## src/rtl/trend_pattern_match_counter_defines.svh

```systemverilog
// Assertion macros for the trend pattern match counter
`ifndef TREND_PATTERN_MATCH_COUNTER_DEFINES_SVH
`define TREND_PATTERN_MATCH_COUNTER_DEFINES_SVH
`ifndef SYNTHESIS
`define TPMC_ASSERT(lbl, prop) \
  lbl: assert property (@(posedge clk_i) disable iff (!rst_ni) (prop)) \
    else $error("tpmc assertion failed");
`define TPMC_ASSERT_NEXT(lbl, ante, cons) \
  lbl: assert property (@(posedge clk_i) disable iff (!rst_ni) (ante) |=> (cons)) \
    else $error("tpmc assertion failed");
`else
`define TPMC_ASSERT(lbl, prop)
`define TPMC_ASSERT_NEXT(lbl, ante, cons)
`endif
`endif

```

## src/rtl/tpmc_pkg.sv

```systemverilog
// Types, codes and constants shared by the trend pattern match counter
package tpmc_pkg;

  localparam int unsigned NumW       = 32;
  localparam int unsigned ResultCntW = 20;
  localparam int unsigned STdataW    = 40;
  localparam int unsigned MTdataW    = 24;

  typedef enum logic [1:0] {
    TREND_RISE  = 2'd0,
    TREND_EQUAL = 2'd1,
    TREND_FALL  = 2'd2
  } trend_e;

  typedef enum logic {
    ACT_LOAD   = 1'b0,
    ACT_NUMBER = 1'b1
  } action_e;

  typedef struct packed {
    logic    valid;
    action_e action;
    trend_e  sym;
    logic    sym_valid;
    logic    last;
  } stage_t;

  typedef struct packed {
    logic   load;
    logic   step;
    logic   clear;
    trend_e sym;
  } cell_ctrl_t;

  function automatic trend_e decode_symbol(input logic [1:0] raw);
    trend_e sym;
    case (raw)
      2'b01:   sym = TREND_RISE;
      2'b00:   sym = TREND_EQUAL;
      default: sym = TREND_FALL;
    endcase
    return sym;
  endfunction

endpackage

```

## src/rtl/tpmc_cell.sv

```systemverilog
// One cell of the pattern chain: a pattern symbol, its prefix hit bit and tail mark
module tpmc_cell import tpmc_pkg::*; (
  input  logic       clk_i,
  input  logic       rst_ni,
  input  cell_ctrl_t ctrl_i,
  input  logic       sel_i,
  input  logic       hit_i,
  output logic       hit_o,
  output logic       hit_next_o,
  output logic       tail_o
);

  trend_e sym_q, sym_d;
  logic   hit_q, hit_d;
  logic   tail_q, tail_d;

  always_comb begin
    hit_next_o = ctrl_i.step ? (hit_i && (sym_q == ctrl_i.sym)) : hit_q;
    hit_d      = ctrl_i.clear ? 1'b0 : hit_next_o;
    tail_d     = ctrl_i.load ? sel_i : tail_q;
    sym_d      = (ctrl_i.load && sel_i) ? ctrl_i.sym : sym_q;
  end

  always_ff @(posedge clk_i) begin
    sym_q <= sym_d;
  end

  always_ff @(posedge clk_i or negedge rst_ni) begin
    if (!rst_ni) begin
      hit_q  <= 1'b0;
      tail_q <= 1'b0;
    end else begin
      hit_q  <= hit_d;
      tail_q <= tail_d;
    end
  end

  assign hit_o  = hit_q;
  assign tail_o = tail_q;

endmodule

```

## src/rtl/tpmc_trend.sv

```systemverilog
// Front stage: previous number tracking, trend compare and symbol decode
module tpmc_trend import tpmc_pkg::*; (
  input  logic            clk_i,
  input  logic            rst_ni,
  input  logic            advance_i,
  input  logic            accept_i,
  input  action_e         action_i,
  input  logic [1:0]      pattern_symbol_i,
  input  logic [NumW-1:0] number_value_i,
  input  logic            last_i,
  output stage_t          stage_o
);

  logic [NumW-1:0] prev_q, prev_d;
  logic            have_q, have_d;
  logic            valid_q, valid_d;
  stage_t          pay_q, pay_d;
  trend_e          cmp_sym;

  always_comb begin
    if ($signed(number_value_i) > $signed(prev_q)) begin
      cmp_sym = TREND_RISE;
    end else if (number_value_i == prev_q) begin
      cmp_sym = TREND_EQUAL;
    end else begin
      cmp_sym = TREND_FALL;
    end

    prev_d = prev_q;
    have_d = have_q;
    if (accept_i) begin
      if (action_i == ACT_LOAD || last_i) begin
        prev_d = '0;
        have_d = 1'b0;
      end else begin
        prev_d = number_value_i;
        have_d = 1'b1;
      end
    end

    valid_d = advance_i ? accept_i : valid_q;

    pay_d = pay_q;
    if (advance_i) begin
      pay_d.valid     = accept_i;
      pay_d.action    = action_i;
      pay_d.sym       = (action_i == ACT_LOAD) ? decode_symbol(pattern_symbol_i) : cmp_sym;
      pay_d.sym_valid = have_q;
      pay_d.last      = last_i;
    end
  end

  always_ff @(posedge clk_i) begin
    pay_q <= pay_d;
  end

  always_ff @(posedge clk_i or negedge rst_ni) begin
    if (!rst_ni) begin
      prev_q  <= '0;
      have_q  <= 1'b0;
      valid_q <= 1'b0;
    end else begin
      prev_q  <= prev_d;
      have_q  <= have_d;
      valid_q <= valid_d;
    end
  end

  always_comb begin
    stage_o       = pay_q;
    stage_o.valid = valid_q;
  end

endmodule

```

## src/rtl/trend_pattern_match_counter.sv

```systemverilog
// Trend pattern match counter: a shift-and cell chain counting trend pattern occurrences
//
// Load a pattern of 1 to MAX_PATTERN trend symbols (item with tuser 0, one symbol per
// item, tlast on the final one), then stream numbers (tuser 1). Each number after the
// first yields rise, equal or fall against its predecessor; a chain of MAX_PATTERN cells,
// one per pattern position, tracks every alignment at once and so counts overlapping
// matches. One result per number: match flag, saturating count and done (tlast). The
// block takes one item per cycle while the result side keeps up; a number's result is
// registered first in the front compare stage, then by the cell chain update and count
// into the output register. A load item or a number marked last clears the stream state;
// the pattern is kept.
module trend_pattern_match_counter import tpmc_pkg::*; #(
  parameter int unsigned MAX_PATTERN = 64,
  parameter int unsigned COUNT_BITS  = 20
) (
  input  logic               clk_i,
  input  logic               rst_ni,
  input  logic               s_axis_tvalid,
  output logic               s_axis_tready,
  input  logic [STdataW-1:0] s_axis_tdata,  // pattern_symbol[1:0], number_value[33:2]
  input  logic               s_axis_tuser,  // action
  input  logic               s_axis_tlast,
  output logic               m_axis_tvalid,
  input  logic               m_axis_tready,
  output logic [MTdataW-1:0] m_axis_tdata,  // match_found[0], match_count[20:1]
  output logic               m_axis_tlast
);

  localparam int unsigned LenW = $clog2(MAX_PATTERN + 1);
  localparam logic [COUNT_BITS-1:0] CountMax = '1;

  logic                  advance;
  logic                  accept;
  stage_t                st;
  cell_ctrl_t            ctrl;
  logic [LenW-1:0]       len_q, len_d;
  logic                  complete_q, complete_d;
  logic [LenW-1:0]       wr_idx;
  logic [COUNT_BITS-1:0] count_q, count_d, count_new;
  logic                  is_num;
  logic                  is_load;
  logic                  found;
  logic [MAX_PATTERN-1:0] hit_q, hit_next, tail, sel;
  logic                  out_valid_q, out_valid_d;
  logic                  out_found_q, out_found_d;
  logic [ResultCntW-1:0] out_count_q, out_count_d;
  logic                  out_last_q, out_last_d;
  logic [31:0]           count_ext;

  assign advance       = !out_valid_q || m_axis_tready;
  assign s_axis_tready = advance;
  assign accept        = s_axis_tvalid && advance;

  tpmc_trend u_trend (
    .clk_i,
    .rst_ni,
    .advance_i        (advance),
    .accept_i         (accept),
    .action_i         (action_e'(s_axis_tuser)),
    .pattern_symbol_i (s_axis_tdata[1:0]),
    .number_value_i   (s_axis_tdata[NumW+1:2]),
    .last_i           (s_axis_tlast),
    .stage_o          (st)
  );

  assign is_num  = st.valid && (st.action == ACT_NUMBER);
  assign is_load = st.valid && (st.action == ACT_LOAD);
  assign wr_idx  = complete_q ? '0 : len_q;

  always_comb begin
    ctrl.load  = advance && is_load;
    ctrl.step  = advance && is_num && st.sym_valid && complete_q;
    ctrl.clear = advance && (is_load || (is_num && st.last));
    ctrl.sym   = st.sym;
  end

  for (genvar i = 0; i < MAX_PATTERN; i++) begin : g_cell
    assign sel[i] = (wr_idx == LenW'(i));
    tpmc_cell u_cell (
      .clk_i,
      .rst_ni,
      .ctrl_i     (ctrl),
      .sel_i      (sel[i]),
      .hit_i      ((i == 0) ? 1'b1 : hit_q[(i == 0) ? 0 : i - 1]),
      .hit_o      (hit_q[i]),
      .hit_next_o (hit_next[i]),
      .tail_o     (tail[i])
    );
  end

  assign found     = ctrl.step && (|(hit_next & tail));
  assign count_new = (found && (count_q != CountMax)) ? count_q + 1'b1 : count_q;
  assign count_ext = 32'(count_new);

  always_comb begin
    len_d      = len_q;
    complete_d = complete_q;
    if (ctrl.load) begin
      len_d      = LenW'(wr_idx + LenW'(1));
      complete_d = st.last || (wr_idx == LenW'(MAX_PATTERN - 1));
    end

    count_d = count_q;
    if (advance && st.valid) begin
      count_d = ctrl.clear ? '0 : count_new;
    end

    out_valid_d = out_valid_q;
    out_found_d = out_found_q;
    out_count_d = out_count_q;
    out_last_d  = out_last_q;
    if (advance) begin
      out_valid_d = is_num;
      out_found_d = found;
      out_count_d = count_ext[ResultCntW-1:0];
      out_last_d  = st.last;
    end
  end

  always_ff @(posedge clk_i) begin
    out_found_q <= out_found_d;
    out_count_q <= out_count_d;
    out_last_q  <= out_last_d;
  end

  always_ff @(posedge clk_i or negedge rst_ni) begin
    if (!rst_ni) begin
      len_q       <= '0;
      complete_q  <= 1'b0;
      count_q     <= '0;
      out_valid_q <= 1'b0;
    end else begin
      len_q       <= len_d;
      complete_q  <= complete_d;
      count_q     <= count_d;
      out_valid_q <= out_valid_d;
    end
  end

  assign m_axis_tvalid = out_valid_q;
  assign m_axis_tdata  = {{(MTdataW - ResultCntW - 1){1'b0}}, out_count_q, out_found_q};
  assign m_axis_tlast  = out_last_q;

`include "trend_pattern_match_counter_defines.svh"

  `TPMC_ASSERT(a_tail_onehot0, $onehot0(tail))
  `TPMC_ASSERT(a_len_in_range, len_q <= LenW'(MAX_PATTERN))
  `TPMC_ASSERT(a_match_counts, !(out_valid_q && out_found_q) || (out_count_q != '0) || (COUNT_BITS < ResultCntW))
  `TPMC_ASSERT_NEXT(a_done_clears, advance && is_num && st.last, count_q == '0)

endmodule
```

## config.mk

```make
export PLATFORM = sky130hd
export DESIGN_NAME = trend_pattern_match_counter
export DESIGN_NICKNAME = d
export VERILOG_FILES = /design/src/rtl/tpmc_pkg.sv /design/src/rtl/tpmc_cell.sv /design/src/rtl/tpmc_trend.sv /design/src/rtl/trend_pattern_match_counter.sv
export VERILOG_INCLUDE_DIRS = /design/src /design/src/rtl
export SDC_FILE = /design/constraint.sdc
export NUM_CORES = 1
export LEC_CHECK = 0
export BUFFER_PORTS_ARGS = -buffer_cell sky130_fd_sc_hd__buf_4
export CORE_MARGIN = 2
export CORE_UTILIZATION = 50
export CTS_CLUSTER_SIZE = 30
export DETAILED_ROUTE_END_ITERATION = 10
export HOLD_SLACK_MARGIN = 0.03
export PLACE_DENSITY = 0.72
export RECOVER_POWER = 100
export SYNTH_ARGS = -nofsm -noshare
export SYNTH_HDL_FRONTEND = slang
export SYNTH_SLANG_ARGS = --single-unit
```

## constraint.sdc

```tcl
create_clock -name clk_i -period 11.66 [get_ports clk_i]
set_input_delay 1.166 -clock clk_i [delete_from_list [all_inputs] [get_ports clk_i]]
set_output_delay 1.166 -clock clk_i [all_outputs]
set_load 0.01 [all_outputs]
```

* Word-level counts from Yosys, hierarchy flattened
Cells that the tools add are included.
Storage, ports and cells: bits in registers 346, input port bits 46, word-level logic and storage cells 626
Cells by class: add/sub/neg operators 2, $lt $le $gt $ge 1, eq/ne operators 130, muxes and demuxes 137, bitwise logic cells 3, reduce and logical (&&, ||, !) cells 147
Operator list (number):
- 7-bit by 6-bit == test with 1-bit output, second input constant | 32
- 1-bit logical AND | 139
- 1-bit 2-to-1 mux | 129
- 2-bit == test | 64
- 7-bit by 5-bit == test with 1-bit output, second input constant | 16
- 64-bit bitwise AND | 1
- 64-bit OR reduction | 1
- 7-bit by 4-bit == test with 1-bit output, second input constant | 8
- 20-bit 2-to-1 mux | 2
- 32-bit == test | 1
- 32-bit > comparator | 1
- 32-bit 2-to-1 mux | 1
- 7-bit by 3-bit == test with 1-bit output, second input constant | 4
- 20-bit by 1-bit adder with 20-bit output, second input constant | 1
- 20-bit != test, second input constant | 1
- 7-bit by 2-bit == test with 1-bit output, second input constant | 2
- 7-bit by 1-bit adder with 7-bit output, second input constant | 1
- 7-bit by 1-bit == test with 1-bit output, second input constant | 1
- 7-bit zero test | 1
- 7-bit 2-to-1 mux | 1
- 2-bit 2-to-1 mux | 3
- 1-bit logical OR | 4
- 2-bit one-hot mux with 2 select lines | 1
- 2-bit by 1-bit == test with 1-bit output, second input constant | 1
- 3 further kinds | 4

* Longest topological paths before layout
Gate-level depths: netlist (run 1).
word-level depth 12, depth in mapped cells 16, mapped depth without buffers 12

* Hierarchy
Synthesis (run 1) repeated with hierarchy kept, for this count alone.
Second synthesis, totals: cell total of the unflattened synthesis 1473, area total of the unflattened synthesis 17101.4 um^2
Modules (own cells, without submodules):
- tpmc_cell | times used 64, cells each 13, area an instance 178.9 um^2
- trend_pattern_match_counter | times used 1, cells each 406, area an instance 3438.3 um^2
- tpmc_trend | times used 1, cells each 235, area an instance 2212.1 um^2

* Worst setup path before layout (run 1)
Ideal clock, no wire load.
path kind input-to-reg, start input m_axis_tready, end register out_count_q[12], data pin, setup time 0.260 ns, arrival 3.820 ns, data required time 11.400 ns, slack 7.580 ns, stages on the path 14, buffers on the path 4, path through nand2b_1 buf_2 and3_4 buf_6 buf_6 mux2_4 a22oi_1 nand4_1 nor4_2 a21boi_2 and2_4 buf_6 and3_1 xor2_1
Between the ends: word-level cells in the longest chain between the ends 10
Ends and longest elaborated chain:
- start, declared | RTL line trend_pattern_match_counter.sv:24 | input logic m_axis_tready,
- 1-bit logical OR (*) | RTL line trend_pattern_match_counter.sv:50 | assign advance = !out_valid_q || m_axis_tready;
- via s_axis_tready | RTL line trend_pattern_match_counter.sv:19 | output logic s_axis_tready,
- 1-bit logical AND (*) (3 in series) | RTL line trend_pattern_match_counter.sv:72 | ctrl.step = advance && is_num && st.sym_valid && complete_q;
- 1-bit 2-to-1 mux | RTL line tpmc_cell.sv:18 | hit_next_o = ctrl_i.step ? (hit_i && (sym_q == ctrl_i.sym)) : hit_q;
- 64-bit bitwise AND | RTL line trend_pattern_match_counter.sv:91 | assign found = ctrl.step && (|(hit_next & tail));
- 64-bit OR reduction | RTL line trend_pattern_match_counter.sv:91
- 1-bit logical AND (*) | RTL line trend_pattern_match_counter.sv:91
- 1-bit logical AND (*) | RTL line trend_pattern_match_counter.sv:92 | assign count_new = (found && (count_q != CountMax)) ? count_q + 1'b1 : count_q;
- 20-bit 2-to-1 mux (*) | RTL line trend_pattern_match_counter.sv:92
- via count_new[12] | RTL line trend_pattern_match_counter.sv:39 | logic [COUNT_BITS-1:0] count_q, count_d, count_new;
- end signal, assigned | RTL line trend_pattern_match_counter.sv:122 | out_count_q <= out_count_d;
- end, declared | RTL line trend_pattern_match_counter.sv:46 | logic [ResultCntW-1:0] out_count_q, out_count_d;
The timed path passes the listed nets; every way through them passes the cells marked *. A chain may end at the register's enable or synchronous reset.

* Worst setup path after layout (run 1)
start input m_axis_tready, end register g_cell[53].u_cell.sym_q[0] (enable)
Between the ends: word-level cells in the longest chain between the ends 3
Ends and longest elaborated chain:
- 1-bit logical OR | RTL line trend_pattern_match_counter.sv:50
- 1-bit logical AND | RTL line trend_pattern_match_counter.sv:71 | ctrl.load = advance && is_load;
- 1-bit logical AND | RTL line tpmc_cell.sv:21 | sym_d = (ctrl_i.load && sel_i) ? ctrl_i.sym : sym_q;
- end signal, assigned | RTL line tpmc_cell.sv:25 | sym_q <= sym_d;
- end, declared | RTL line tpmc_cell.sv:13 | trend_e sym_q, sym_d;
No other way between the ends.

==> results of run 1 <==
==> kinds of logic (layout without fill, tap and decap cells) <==
family                     count (synthesis)  count (layout)
AOI/OAI and AO/OA                        282             282
xor gates and xnor gates                 147             147
adders and majority gates                 37              37
buffers and inverters                    142             213
DFF                                      346             346
muxes                                     67              67
other                                      1               3
and+or+nand+nor                          284             284
==> cell type report <==
type,count,area share (%)
clock inverter,11,0.735
inverter,67,1.41
sequential,346,52.8
clock buffer,59,6.38
tap,402,2.81
timing repair buffer,76,2.46
multi-input combinational,820,33.5
==> through the flow <==
step	total power, W	hold WS (ps)	util (%)	worst slack [ps]	std cells
global route	0.00293	484	56.5	3440	1781
global placement	0.00164	432	53.0	6610	1711
CTS	0.00284	459	57.1	7060	1781
detailed placement	0.00165	444	53.0	6610	1711
finish	0.00282	454	56.5	4610	1781
floorplan	0.00156	426	-	7580	1308
==> worst max-delay path by stage <==
| stage | endpoint | slack, ps | cells after the start |
|---|---|---|---|
| after floorplan | out_count_q[12] | 7580 | 14 |
| after global placement | out_count_q[6] | 6610 | 12 |
| after detailed placement | out_count_q[6] | 6610 | 12 |
| after CTS | out_count_q[6] | 7060 | 12 |
| after global routing | u_trend.prev_q[10] | 3440 | 3 |
| final | g_cell[53].u_cell.sym_q[0] | 4610 | 10 |
==> cell usage after synthesis, drive strengths merged (9+ instances only) <==
library cell,n,area [um2]
a21boi,66,499
a21o,75,563
a21oi,14,70.1
a22o,33,289
a22oi,33,253
and2,9,58.8
and3,19,124
buf,30,239
clkbuf,45,169
dfrtp,191,4780
edfxtp,155,4650
ha,37,463
inv,67,251
mux2,37,439
mux2i,30,300
nand2,46,173
nand3,46,230
nand4,19,119
nor2,81,304
nor3,37,185
o21ai,21,105
xnor2,85,744
xor2,62,543
==> state kept, by name (all words and copies together) (netlist names), 5 cells and up <==
name / flops
len_q: 7
count_q: 20
out_count_q: 20
g_cell.u_cell.sym_q: 128
u_trend.stage_o: 5
g_cell.u_cell.hit_o: 64
u_trend.prev_q: 32
g_cell.u_cell.tail_o: 64
==> power by group <==
part | switching (W) | total [W] | leakage (nW) | internal [W]
Sequential | 0.0000243 | 0.00135 | 4.10 | 0.00132
Clock | 0.000475 | 0.00120 | 0.628 | 0.000721
Combinational | 0.000177 | 0.000270 | 2.97 | 0.0000928
==> layer usage <==
metal	vias to the layer above	global-route usage [%]
met1	5102	29.9
met5	-	0
li1	4750	-
met3	72	3.40
met2	253	33.9
met4	0	6.72
==> summary.txt, run 1 <==
Register Area - 9430 um2
WL/cell - 19.3 um
First-pass GRT wire length - 56600 um
Die width - 183 um
Critical Path Start - m_axis_tready
Final min period - 7050 ps
Post-synthesis compound-gate area fraction - 13.1%
Syn-to-layout area delta - 11.2%
Final setup vio count - 0
RR Endpoint - out_count_q[6]
Slowest CP cell - clkbuf_1
R2R setup slack - 4750 ps
Number of nets in the layout - 1432
Highest routed layer - met4
Tcrit/Tclk final - 60.5%
Met3 wire length - 1830 um
CP Launch Type - input pin
Initial Utilization - 50.9%
Worst hold path class - flip-flop to flip-flop
Synth Area in XOR/XNOR - 8.00%
Clock Pin Slew Worst Setup and Hold Paths - 60 ps
CP required - 11840 ps
Synth Area in Simple Gates - 8.66%
Largest net degree at the start of global routing - 79
M1 WL - 15400 um
Vias - 10200
Number of global-route vias before repair - 10500
Clock skew - 10.9 ps
Worst slew pin tran - 4060 ps
Hold path endpoint - u_trend.stage_o[1]
#FFs+latches synth - 346
Setup TNS - 0 ps
Area occupied by multi-input gates - 5980 um2
Cells after synthesis - 1306
Hold Vio Cnt, Final - 0
Share of cells above drive strength 1 - 8.19%
Vias/cell - 5.71
Detail Route Antenna Nets - 0
DRT iter0 DRCs - 781
PortBufs - 63
Max VDD drop - 96.3 uV
Multiplexer share of the synthesized area - 4.60%
CTS tree - done
Max Buffers Root-to-Sink - 3
Post-synth EDFFs - 155
Fill cells - 2575
Avg Inst Size Synth - 12.3 um2
Buf/Inv on CP - 4
Worst-skew pair later-pin latency - 520 ps
Worst hold path cell count - 0
Die ar. - 33600 um2
Core area - 31600 um2
Adder-cell area share of the yosys netlist - 2.88%
Post-Layout Inst Area - 17900 um2
DRC violations left - 0
Failing checks - capacitance limit, slew limit
Root Driver - clkbuf_16
Worst Path Arrival - 7230 ps
Commonest non-fill, non-tap cells in the layout - dfrtp_1, edfxtp_1, xnor2_1
Placement row count - 65
Max-Cap Viols - 8
Delay-heaviest family, CP - buffers and inverters
GR Overflow Total - 0
RD Place Congestion - 0.776
Most Frequent Cell on Critical Path - clkbuf_1
Yosys warns - 0
Main combinational cell family by area after synthesis - compound AO/OA/AOI/OAI gates
RSZ-0062 raised after global routing - false
Post-synthesis cell area - 16100 um2
Leakage - 7.70 nW
Status - finished, violations left
Fmax - 142 MHz
DIE HEIGHT - 183 um
Worst Hold Launch - u_trend.have_q
WL final - 34400 um
Wire length on met2 - 16200 um
GRT Overall Usage - 21.2%
Nature of the critical path endpoint - flip-flop
CP max FO - 78
CTS Buf Count - 38
Clk sink count - 346
Max-slew headroom - -171%
H-tree depth - 2
DP HPWL - 20800 um
Most common library cell in the layout ignoring fill and taps - dfrtp_1
Post-CTS setup buffer count - 0
Antenna cells - 0
First-pass DRT Iterations - 5
R2R Path Start - u_trend.stage_o[2]
Post-CTS sizing - 0
R2R cell count - 12
Ys flop type - dfrtp_1
Ys async rst share - 55.2%
Library cells used by synthesis - 58
Initial antenna violation count - 0
Critical setup path kind - input pin to flip-flop
Hold-fix buffers, CTS - 0
Slowest stage delay, CP - 2320 ps
IO Count - 73
Crit-path cells - clkbuf_4 > nand2b_1 > clkbuf_1 > and2_2 > clkbuf_1 > nand2b_2 > buf_4 > nor4b_1 > nand2_1 > nor2_1
Pwr Density - 157 nW/um2
Sequential share of the synthesized area - 58.6%
Final count of pins violating max slew - 426
Post-Place Cell Area - 16800 um2
No activity file was read; power rests on OpenSTA's default activity.
==> inputs of run 2 (changes only) <==
ABC_AREA = 1   (was not set)
clock period = 7.2 ns   (was 11.66 ns; I/O delays follow)
==> summary.txt, run 2 <==
First-pass GRT wire length - 65200 um (was 56600 um)
Most flops, register - g_cell.u_cell.sym_q (unchanged)
Sequential share of the synthesized area - 55.2% (was 58.6%)
R2R Path Start - u_trend.stage_o[2] (unchanged)
#FFs+latches synth - 346 (unchanged)
Largest net degree at the start of global routing - 145 (was 79)
Nature of the critical path endpoint - flip-flop (unchanged)
RR Endpoint - count_q[18] (was out_count_q[6])
Crit-path cells - clkbuf_1 > o21ai_0 > o21ai_0 > nand3_1 > nand2_1 > inv_1 > nand2_1 > nor2_1 > nand2_1 > nor2_1 > nand2_2 > nand3_1 > nand2_1 > a21oi_1 (was clkbuf_4 > nand2b_1 > clkbuf_1 > and2_2 > clkbuf_1 > nand2b_2 > buf_4 > nor4b_1 > nand2_1 > nor2_1)
CTS Buf Count - 37 (was 38)
Worst-skew pair later-pin latency - 530 ps (was 520 ps)
R2R cell count - 14 (was 12)
WL/cell - 15.4 um (was 19.3 um)
Post-CTS sizing - 0 (unchanged)
DRC violations left - 0 (unchanged)
Pwr Density - 252 nW/um2 (was 157 nW/um2)
First-pass DRT Iterations - 5 (unchanged)
Fill cells - 2944 (was 2575)
Antenna cells - 0 (unchanged)
Syn-to-layout area delta - 10.4% (was 11.2%)
GRT Overall Usage - 22.4% (was 21.2%)
Avg Inst Size Synth - 8.32 um2 (was 12.3 um2)
Delay-heaviest family, CP - simple AND/OR/NAND/NOR gates (was buffers and inverters)
Most common cell in the netlist - nand2_1 (was dfrtp_1)
Post-Place Cells - 2491 (was 1711)
R2R setup slack - 1860 ps (was 4750 ps)
Fin util - 56.1% (was 56.5%)
IO Count - 73 (unchanged)
Initial antenna violation count - 0 (unchanged)
CP required - 7430 ps (was 11840 ps)
Post-synthesis cell area - 17100 um2 (was 16100 um2)
Ys async rst share - 55.2% (unchanged)
Placement row count - 67 (was 65)
Root Driver - clkbuf_16 (unchanged)
Final setup vio count - 0 (unchanged)
Hold path endpoint - u_trend.prev_q[7] (was u_trend.stage_o[1])
RD Place Congestion - 0.889 (was 0.776)
Number of nets in the layout - 2165 (was 1432)
Clock Pin Slew Worst Setup and Hold Paths - 60 ps (about the same)
Max-slew headroom - -168% (was -171%)
Post-synth EDFFs - 155 (unchanged)
Final min period - 5340 ps
Ys flop type - dfrtp_1 (unchanged)
RSZ-0062 raised after global routing - false (unchanged)
Clk sink count - 346 (unchanged)
Largest area contributor in the netlist - dfrtp_1 (unchanged)
Critical setup path kind - flip-flop to flip-flop (was input pin to flip-flop)
Leakage - 8.77 nW (was 7.70 nW)
H-tree depth - 2 (unchanged)
Worst slew pin tran - 4010 ps (was 4060 ps)
DP HPWL - 23800 um (was 20800 um)
Share of cells above drive strength 1 - 5.45% (was 8.19%)
Commonest non-fill, non-tap cells in the layout - nand2_1, inv_1, nor2_1 (was dfrtp_1, edfxtp_1, xnor2_1)
DIE HEIGHT - 189 um (was 183 um)
Cells after synthesis - 2054 (was 1306)
Clock skew - 19.3 ps (was 10.9 ps)
Power consumption - 0.00476 W (was 0.00282 W)
GR Overflow Total - 0 (unchanged)
Core area - 33600 um2 (was 31600 um2)
Max reg flops - 128 (unchanged)
Worst hold path class - input pin to flip-flop (was flip-flop to flip-flop)
Status - finished, violations left (unchanged)
Most common library cell in the layout ignoring fill and taps - nand2_1 (was dfrtp_1)
Most instantiated cells after synthesis - nand2_1, inv_1, nor2_1, dfrtp_1, nand3_1 (was dfrtp_1, edfxtp_1, xnor2_1, nor2_1, a21o_1)
Initial Utilization - 50.8% (was 50.9%)
Max-Cap Viols - 6 (was 8)
Most Frequent Cell on Critical Path - nand2_1 (was clkbuf_1)
Library cells used by synthesis - 33 (was 58)
Worst Path Arrival - 5570 ps (was 7230 ps)
Max VDD drop - 180 uV (was 96.3 uV)
Setup WS post-layout - 1860 ps (was 4610 ps)
CP max FO - 52 (was 78)
DRT iter0 DRCs - 1306 (was 781)
Yosys warns - 0 (unchanged)
Fmax - 187 MHz
Setup TNS - 0 ps (unchanged)
Buf/Inv on CP - 2 (was 4)
CP Launch Type - flip-flop (was input pin)
Final count of pins violating max slew - 373 (was 426)
Worst hold path cell count - 3 (was 0)
Max Buffers Root-to-Sink - 3 (unchanged)
Slowest CP cell - clkbuf_1 (unchanged)
Tcrit/Tclk final - 74.2%
Die width - 189 um (was 183 um)
CTS tree - done (unchanged)
Failing checks - capacitance limit, slew limit (unchanged)
Worst Hold Launch - s_axis_tdata[9] (was u_trend.have_q)
Hold-fix buffers, CTS - 0 (unchanged)
Synth top area share - 28.0% (was 29.7%)
PortBufs - 63 (unchanged)
Post-CTS setup buffer count - 0 (unchanged)
WL final - 39300 um (was 34400 um)
Hold Vio Cnt, Final - 0 (unchanged)
Slowest stage delay, CP - 1630 ps (was 2320 ps)
Vias/cell - 5.32 (was 5.71)
Number of global-route vias before repair - 13400 (was 10500)
DP Worst Slack - 2940 ps (was 6610 ps)
Top cells by area, synth - dfrtp_1, edfxtp_1, nand2_1 (was dfrtp_1, edfxtp_1, xnor2_1)
Detail Route Antenna Nets - 0 (unchanged)
Vias - 13600 (was 10200)
Die ar. - 35700 um2 (was 33600 um2)
Non-filler cells, final - 2559 (was 1781)
run 2: through the flow:
stage | cell area [um2] | hold slack [ps]
floorplan | 17100 | 424
global placement | 17800 | 433
detailed placement | 17800 | 449
CTS | 19000 | 220
global route | 18900 | 439
finish | 18900 | 444
run 2: cell type report:
| class | instances | area (um2) | area share [%] |
|---|---|---|---|
| clock inverters | 7 | 65.1 | 0.345 |
| inverters | 308 | 1160 | 6.14 |
| multi-input cells | 1308 | 6010 | 31.9 |
| clock buffers | 61 | 1140 | 6.04 |
| repair buffers | 81 | 497 | 2.63 |
| flip-flops and latches | 346 | 9430 | 50.0 |
| well taps | 448 | 561 | 2.97 |
run 2: cells by family after synthesis:
kind of cell               count (synthesis)  synth area share, %
buffers and inverters                    402                 9.67
other                                      1               0.0219
adders and majority gates                 37                 2.71
xor gates and xnor gates                  14                0.718
AOI/OAI and AO/OA                        250                 7.40
and+or+nand+nor                         1004                 24.3
DFF                                      346                 55.2
run 2: metal layers:
layer | track usage, % | routed length, um | up-vias
met5 | 0 | 0 | -
met4 | 6.88 | 981 | 0
met3 | 3.24 | 2280 | 63
li1 | - | - | 6620
met2 | 37.6 | 18900 | 390
met1 | 30.3 | 17200 | 6537
run 2: worst max-delay path by stage:
| stage | slack [ps] | endpoint | depth (start not counted) | startpoint |
|---|---|---|---|---|
| after floorplan | 4150 | out_count_q[11] | 18 | u_trend.stage_o[2] |
| after global placement | 2980 | out_count_q[1] | 16 | m_axis_tready |
| after detailed placement | 2940 | out_count_q[1] | 18 | m_axis_tready |
| after CTS | 3010 | out_count_q[1] | 17 | complete_q |
| after global routing | 1330 | count_q[17] | 14 | u_trend.stage_o[2] |
| final | 1860 | count_q[18] | 14 | u_trend.stage_o[2] |
run 2: worst register-to-register path: cells and delay by family, from the launching register on:
| family | cells | cell delay [ps] |
|---|---|---|
| AND/OR/NAND/NOR | 9 | 1730 |
| AO/OA/AOI/OAI | 3 | 810 |
| flip-flops | 1 | 860 |
| buffers and inverters | 2 | 1670 |
run 2: report_power, final:
group	switching, W	total [W]	internal (W)
registers	0.0000541	0.00225	0.00219
clock network	0.000764	0.00188	0.00112
logic	0.000455	0.000628	0.000174
total	0.00127	0.00476	0.00348
==> inputs of run 3 (changes only) <==
ABC_AREA = 0   (was 1)
PLACE_DENSITY = 0.75   (was 0.72)
clock period = 4.3 ns   (was 7.2 ns; I/O delays follow)
==> summary.txt, run 3 (synthesis results as in run 1) <==
WL/cell - 19.8 um (was 15.4 um)
H-tree depth - 2 (unchanged)
Most Frequent Cell on Critical Path - clkbuf_1 (was nand2_1)
Setup TNS - 0 ps (unchanged)
GRT Overall Usage - 21.3% (was 22.4%)
Worst slew pin tran - 3160 ps (was 4010 ps)
Switching share of power - 24.4% (was 26.8%)
CP required - 4740 ps (was 7430 ps)
Nature of the critical path endpoint - flip-flop (unchanged)
Crit-path cells - nand2b_2 > buf_4 > nand2_1 > clkbuf_1 > nor3_2 > clkbuf_1 > a22o_1 (was clkbuf_1 > o21ai_0 > o21ai_0 > nand3_1 > nand2_1 > inv_1 > nand2_1 > nor2_1 > nand2_1 > nor2_1 > nand2_2 > nand3_1 > nand2_1 > a21oi_1)
CP Launch Type - flip-flop (unchanged)
Initial antenna violation count - 0 (unchanged)
DRC violations left - 0 (unchanged)
First-pass GRT wire length - 56600 um (was 65200 um)
Tcrit/Tclk final - 85.6% (was 74.2%)
Int Pwr - 0.00555 W (was 0.00348 W)
Critical setup path kind - flip-flop to flip-flop (unchanged)
Final count of pins violating max slew - 218 (was 373)
Max reg flops - 128 (unchanged)
Slowest CP cell - nor3_2 (was clkbuf_1)
Power share of the combinational group - 10.7% (was 13.2%)
Hold Vio Cnt, Final - 0 (unchanged)
Share of cells above drive strength 1 - 10.2% (was 5.45%)
Seq pwr share - 49.7% (was 47.3%)
Status - finished, violations left (unchanged)
Final setup vio count - 0 (unchanged)
Number of nets in the layout - 1436 (was 2165)
Worst-skew pair later-pin latency - 510 ps (was 530 ps)
Number of global-route vias before repair - 10700 (was 13400)
Worst hold path class - input pin to flip-flop (unchanged)
Core area - 31600 um2 (was 33600 um2)
Slowest stage delay, CP - 1000 ps (was 1630 ps)
CTS Buf Count - 36 (was 37)
Clock share of power - 39.6% (was 39.5%)
Fill cells - 2538 (was 2944)
Pwr Density - 410 nW/um2 (was 252 nW/um2)
Initial Utilization - 50.9% (was 50.8%)
WL final - 35200 um (was 39300 um)
Sw power - 0.00179 W (was 0.00127 W)
CP max FO - 35 (was 52)
Most flops, register - g_cell.u_cell.sym_q (unchanged)
Area occupied by multi-input gates - 6010 um2 (about the same)
Buf/Inv on CP - 3 (was 2)
Root Driver - clkbuf_16 (unchanged)
DRT iter0 DRCs - 784 (was 1306)
First-pass DRT Iterations - 5 (unchanged)
Max-Cap Viols - 3 (was 6)
Commonest non-fill, non-tap cells in the layout - dfrtp_1, edfxtp_1, xnor2_1 (was nand2_1, inv_1, nor2_1)
Final min period - 3680 ps (was 5340 ps)
DIE HEIGHT - 183 um (was 189 um)
Syn-to-layout area delta - 11.2% (was 10.4%)
Antenna cells - 0 (unchanged)
DP Worst Slack - 696 ps (was 2940 ps)
Post-CTS sizing - 0 (unchanged)
Post-CTS setup buffer count - 0 (unchanged)
Vias/cell - 5.83 (was 5.32)
Placement row count - 65 (was 67)
Fin util - 56.5% (was 56.1%)
Die ar. - 33600 um2 (was 35700 um2)
Clk sink count - 346 (unchanged)
Die width - 183 um (was 189 um)
Detail Route Antenna Nets - 0 (unchanged)
Max Buffers Root-to-Sink - 3 (unchanged)
Leakage - 7.66 nW (was 8.77 nW)
Failing checks - capacitance limit, slew limit (unchanged)
Hold-fix buffers, CTS - 0 (unchanged)
Worst Path Arrival - 4120 ps (was 5570 ps)
RD Place Congestion - 0.843 (was 0.889)
Vias - 10400 (was 13600)
Clock skew - 10.4 ps (was 19.3 ps)
Fmax - 272 MHz (was 187 MHz)
IO Count - 73 (unchanged)
Register Area - 9430 um2 (unchanged)
Delay-heaviest family, CP - buffers and inverters (was simple AND/OR/NAND/NOR gates)
Power consumption - 0.00733 W (was 0.00476 W)
RSZ-0062 raised after global routing - false (unchanged)
Most common library cell in the layout ignoring fill and taps - dfrtp_1 (was nand2_1)
Largest net degree at the start of global routing - 116 (was 145)
CTS tree - done (unchanged)
Clock Pin Slew Worst Setup and Hold Paths - 60 ps (about the same)
DP HPWL - 22000 um (was 23800 um)
PortBufs - 63 (unchanged)
GR Overflow Total - 0 (unchanged)
Max-slew headroom - -110% (was -168%)
Setup WS post-layout - 621 ps (was 1860 ps)
Max VDD drop - 251 uV (was 180 uV)
run 3: cell count changes in the layout (fill, tap and decap cells not counted), moves of 37 or more:
cell,before,now
a21boi_0,0,65
inv_1,292,67
o21ai_0,177,21
o21ai_1,37,0
nand3_1,178,46
nor2_1,201,81
xnor2_1,8,85
a21o_1,0,75
xor2_1,6,62
nand2_1,562,46
run 3: final timing paths:
path / from / endpoint / slack [ps] / cells past startpoint
max in group asynchronous: rst_ni / g_cell[3].u_cell.tail_o / 1340 / 2
min in group asynchronous: rst_ni / g_cell[21].u_cell.hit_o / 960 / 1
max: m_axis_tvalid / u_trend.prev_q[23] / 620 / 7
min reg2reg: u_trend.have_q / u_trend.stage_o[1] / 460 / 0
max reg2reg: m_axis_tvalid / u_trend.prev_q[23] / 620 / 7
min: s_axis_tdata[2] / u_trend.prev_q[0] / 150 / 2
run 3: final cells by class:
cell class	count	share of cell area [%]
clock buffers	55	5.89
clock inverters	8	0.210
inverters	67	1.41
multi-input cells	820	33.6
flip-flops and latches	346	52.7
well taps	402	2.81
repair buffers	82	3.36
run 3: per-stage QoR:
stage          instances  hold slack, ps  cell area (um2)
3_5_place_dp        1717             445            16900
3_3_place_gp        1717             437            16900
5_1_grt             1780             143            17900
2_1_floorplan       1308             134            16100
6_report            1780             151            17900
4_1_cts             1780             107            18000
run 3: power by group through the flow:
stage	Sequential, W	Clock (W)	Combinational [W]
4_1_cts	0.00365	0.00295	0.000809
2_1_floorplan	0.00372	0	0.000514
3_3_place_gp	0.00371	0	0.000782
3_5_place_dp	0.00371	0	0.000805
6_report	0.00364	0.00290	0.000782
5_1_grt	0.00365	0.00308	0.000868
run 3: layer usage:
metal  vias up  wire length (um)  GRT usage [%]
met3        75              1830           3.69
met2       286             17100           35.9
met4         0               992           7.39
li1       4763                 -              -
met1      5251             15300           28.1
met5         -                 0              0
